File: src/sv/swos_ram.sv
// Generic simple dual-port RAM with one write port and a registered read port.
`timescale 1ns / 1ps
module swos_ram #(
   parameter int WIDTH = 32,
   parameter int DEPTH = 64
) (
   input  logic                     clock,
   input  logic                     wr_en,
   input  logic [$clog2(DEPTH)-1:0] wr_addr,
   input  logic [WIDTH-1:0]         wr_data,
   input  logic [$clog2(DEPTH)-1:0] rd_addr,
   output logic [WIDTH-1:0]         rd_data
);
   logic [WIDTH-1:0] mem_ff [DEPTH];
   logic [WIDTH-1:0] rd_data_ff;

   // write and registered read
   always_ff @(posedge clock) begin
      if (wr_en) begin
         mem_ff[wr_addr] <= wr_data;
      end
      rd_data_ff <= mem_ff[rd_addr];
   end

   assign rd_data = rd_data_ff;
endmodule
File: config.mk
export PLATFORM = sky130hd
export DESIGN_NAME = swos_ram
export DESIGN_NICKNAME = d
export VERILOG_FILES = /design/src/sv/swos_ram.sv
export SDC_FILE = /design/constraint.sdc
export NUM_CORES = 2
export LEC_CHECK = 0
export BUFFER_PORTS_ARGS = -buffer_cell sky130_fd_sc_hd__clkbuf_2
export CORE_MARGIN = 1
export CORE_UTILIZATION = 40
export CTS_CLUSTER_SIZE = 28
export DETAILED_ROUTE_END_ITERATION = 16
export SETUP_SLACK_MARGIN = 0.05
export SLEW_MARGIN = 40
export SYNTH_ARGS = -nofsm -noshare
export SYNTH_HDL_FRONTEND = slang
export SYNTH_SLANG_ARGS = --single-unit
File: constraint.sdc
create_clock -name clock -period 3.1 [get_ports clock]
set_input_delay 0.155 -clock clock [delete_from_list [all_inputs] [get_ports clock]]
set_output_delay 0.155 -clock clock [all_outputs]
set_load 0.01 [all_outputs]
==> flow_summary.yaml <==
timing:
  drv_slew: 0
  period_share_pct: 74.2
  relSlewSlack_pct: 45.2
  fin_crit_ns: 2.30
  worst_pin_slew_ns: 0.820
  finalHoldViolations: 0
  fmax_mhz: 435
  rsz0062_at_grt: "no"
  setup_viol_count_final: 0
  fin_setup_tns_ns: 0
  skew_ns: 0.0379
  worst_hold_slack_ns: 0.0300
grt:
  grt.busiest_layer: "met2"
  grt_usage_pct: 20.7
  grt_pass1_vias: 38336
  met1_usage_pct: 29.1
  grt_max_degree: 65
  grt_first_pass_wirelength_mm: 289
  overflow: 0
  gr-usage-met3_pct: 3.39
  grt_util_met2_pct: 33.9
  antenna_found_initial: 7
setup_path:
  cp_common_cell: "mux4_2"
  regToRegSetupSlack_ns: 0.80
  cp.required_ns: 3.78
  r2r-start: "mem_ff[27][24]"
  crit_chain: "mux4_2 > mux4_2 > o22ai_1 > nor2_1"
  r2r-end: "rd_data[24]"
  cp_num_buf_inv: 0
  cpLargestDelayFamily: "multiplexers"
  worst_r2r_path_depth: 4
  crit_fanout: 1
  cp.arrival_ns: 2.98
  critPathKind: "flop to flop"
  max_stage_delay_ns: 0.57
  slowest_stage: "o22ai_1"
  endpoint_kind: "flop"
  start_kind: "flop"
route:
  wl_per_cell_um: 31.2
  dr.pass1.iters: 5
  drt_iter0_drc: 4169
  drc_errors: 0
  detail-route-antenna-nets: 0
  dr_total_vias: 37439
  routed_wl_mm: 204
  viasPerCell: 5.72
floorplanning:
  dieWidth_um: 445
  start_util_pct: 40.3
  core.rowCount: 162
  die-area_sq_mm: 0.198
  ios: 78
  core_sq_mm: 0.195
  die_y_um: 445
power_and_ir_drop:
  ir_worst_vdd_mv: 0.574
  power_mw: 58.4
  p_leak_nw: 28.7
  p_per_area_mw_per_mm2: 636
clock_tree:
  cts_root_buf: "clkbuf_16"
  postCtsHoldBufs: 22
  cts.sinks: 2080
  htreeDepth: 4
  clk_latency_ns: 0.84
  clk_pin_slew_worst_paths_ns: 0.06
  cts.repair.resized: 0
  post-cts-setup-buffers: 0
  cts_tree: "yes"
  cts_buffers: 208
  clk_path_buf_depth: 3
yosys:
  synth_compound_area_share_pct: 1.67
  synthCells: 3324
  synthSimpleGateAreaFrac_pct: 1.27
  ys_ff_latch: 2080
  yosys_warnings: 0
  syn_nets: 3370
  yosys.area.top_type: "edfxtp_1"
  synthAdderAreaFrac_pct: 0
  synth_top_family_by_area: "multiplexers"
  synth-xor-area-share_pct: 0
  ys_top_cells_by_area: "edfxtp_1 78%, mux4_2 16%, mux2i_1 1.2%, dfxtp_1 0.82%, o22ai_1 0.67%"
  synth_area_sq_mm: 0.0785
  synth_top_area_share_pct: 78.3
  ys_seq_area_share_pct: 79.1
  syn_avg_cell_area_sq_um: 23.6
  synthMuxAreaShare_pct: 16.8
  synth_cell_type_count: 34
finish:
  final_cells: 6546
  area_delta_synth_final_pct: 16.9
  fillerInstances: 15908
  register_area_sq_mm: 0.0621
  final_util_pct: 47.1
  nets: 3793
  multi_input_comb_area_sq_mm: 0.0160
  drive_gt1_share_pct: 32.1
hold_path:
  min_path_type: "input pin to flop"
  hold_end: "mem_ff[33][0]"
  hold_start: "wr_data[0]"
  holdPathStages: 1
placed_design:
  place_hpwl_mm: 118
  place.gp.congestion: 0.792
  dp_cells: 6131
  port_buffers: 77
status:
  outcome: "finished, final reports clean"
run:
  cap_violations: 0
cell usage after synthesis:
library cell     n
nand3b_1         5
dfxtp_1         32
o22ai_1         84
nand4b_1         1
buf_1           21
a41o_1           4
or3b_2           3
buf_6            5
buf_2           57
nor2b_1         15
nand2_1         26
nor2_1         137
and3_1           4
nand4_1          2
o32ai_1          4
a31oi_1          1
or2_1            1
nand2b_1         8
nor3_1           7
edfxtp_1      2048
a22oi_1         12
a21oi_1         62
a311oi_1         8
or2_0            1
or3b_1           2
or3_1            3
nand3_1          5
or2_2            1
mux2i_1         93
buf_4           25
mux4_2         544
clkbuf_1        74
o221ai_1        27
and2_1           2
report_power, final:
group	internal, mW	switching, mW
Combinational	1.21	1.79
Sequential	31.1	0.129
Clock	13.5	10.6
kinds of logic after synthesis:
kind of cell / count (synthesis)
multiplexers: 637
flip-flops: 2080
AND/OR/NAND/NOR: 223
AO/OA/AOI/OAI: 202
buffers and inverters: 182
registers in the layout (all words and copies together) (netlist names):
signal / cells
mem_ff: 2048
rd_data: 32
worst register-to-register path, cell delays in order, from the launching register on:
cell      delay, ns
edfxtp_1       0.35
mux4_2         0.49
mux4_2         0.55
o22ai_1        0.57
nor2_1         0.20
how the worst max path moves through the flow:
stage	end	cells past startpoint	from
2_1_floorplan	mem_ff[39][0]	4	wr_addr[5]
3_3_place_gp	rd_data[24]	7	rd_addr[1]
3_5_place_dp	rd_data[24]	7	rd_addr[1]
4_1_cts	rd_data[24]	4	mem_ff[31][24]
5_1_grt	rd_data[24]	4	mem_ff[31][24]
6_report	rd_data[24]	4	mem_ff[27][24]
through the flow:
stage               setup slack [ns]  area (sq um)
global placement              0.0571         84900
floorplan                      0.293         78500
finish                         0.801         91800
CTS                            0.705         91700
detailed placement            0.0523         84900
global route                   0.787         91800
layout by cell type (no fill, tap or decap), types with 5 or more instances in the layout:
| cell | n |
|---|---|
| nand2b_1 | 7 |
| clkinv_2 | 26 |
| clkinvlp_4 | 6 |
| clkbuf_4 | 12 |
| buf_2 | 7 |
| o22ai_1 | 84 |
| nor2b_1 | 15 |
| buf_4 | 217 |
| a311oi_1 | 8 |
| edfxtp_1 | 2048 |
| o221ai_1 | 27 |
| a21oi_1 | 62 |
| nor3_1 | 5 |
| clkbuf_16 | 208 |
| mux4_2 | 544 |
| nor2_4 | 62 |
| nor2_1 | 75 |
| nand2_1 | 26 |
| bufinv_16 | 8 |
| mux2i_1 | 93 |
| clkinv_1 | 28 |
| clkbuf_8 | 13 |
| clkbuf_2 | 53 |
| nand3_1 | 5 |
| dlygate4sd3_1 | 30 |
| a22oi_1 | 12 |
| nand3b_1 | 5 |
| dfxtp_1 | 32 |
| clkinv_16 | 7 |
| clkbuf_1 | 75 |
| buf_12 | 72 |
routing by layer:
layer	share of wire (%)	wire, um
met5	0.0044	9
met1	42	85700
met2	49	100000
met3	6.7	13700
met4	2.2	4500
area by class of cell:
| class | count | area share, % |
|---|---|---|
| Clock buffer | 296 | 6.17 |
| Timing Repair Buffer | 395 | 4.16 |
| Sequential cell | 2080 | 67.7 |
| Multi-Input combinational cell | 1062 | 17.4 |
| Clock inverter | 86 | 0.975 |
| Antenna cell | 3 | 0.00818 |
| Tap cell | 2624 | 3.58 |
Power figures use the tool's default switching activity.
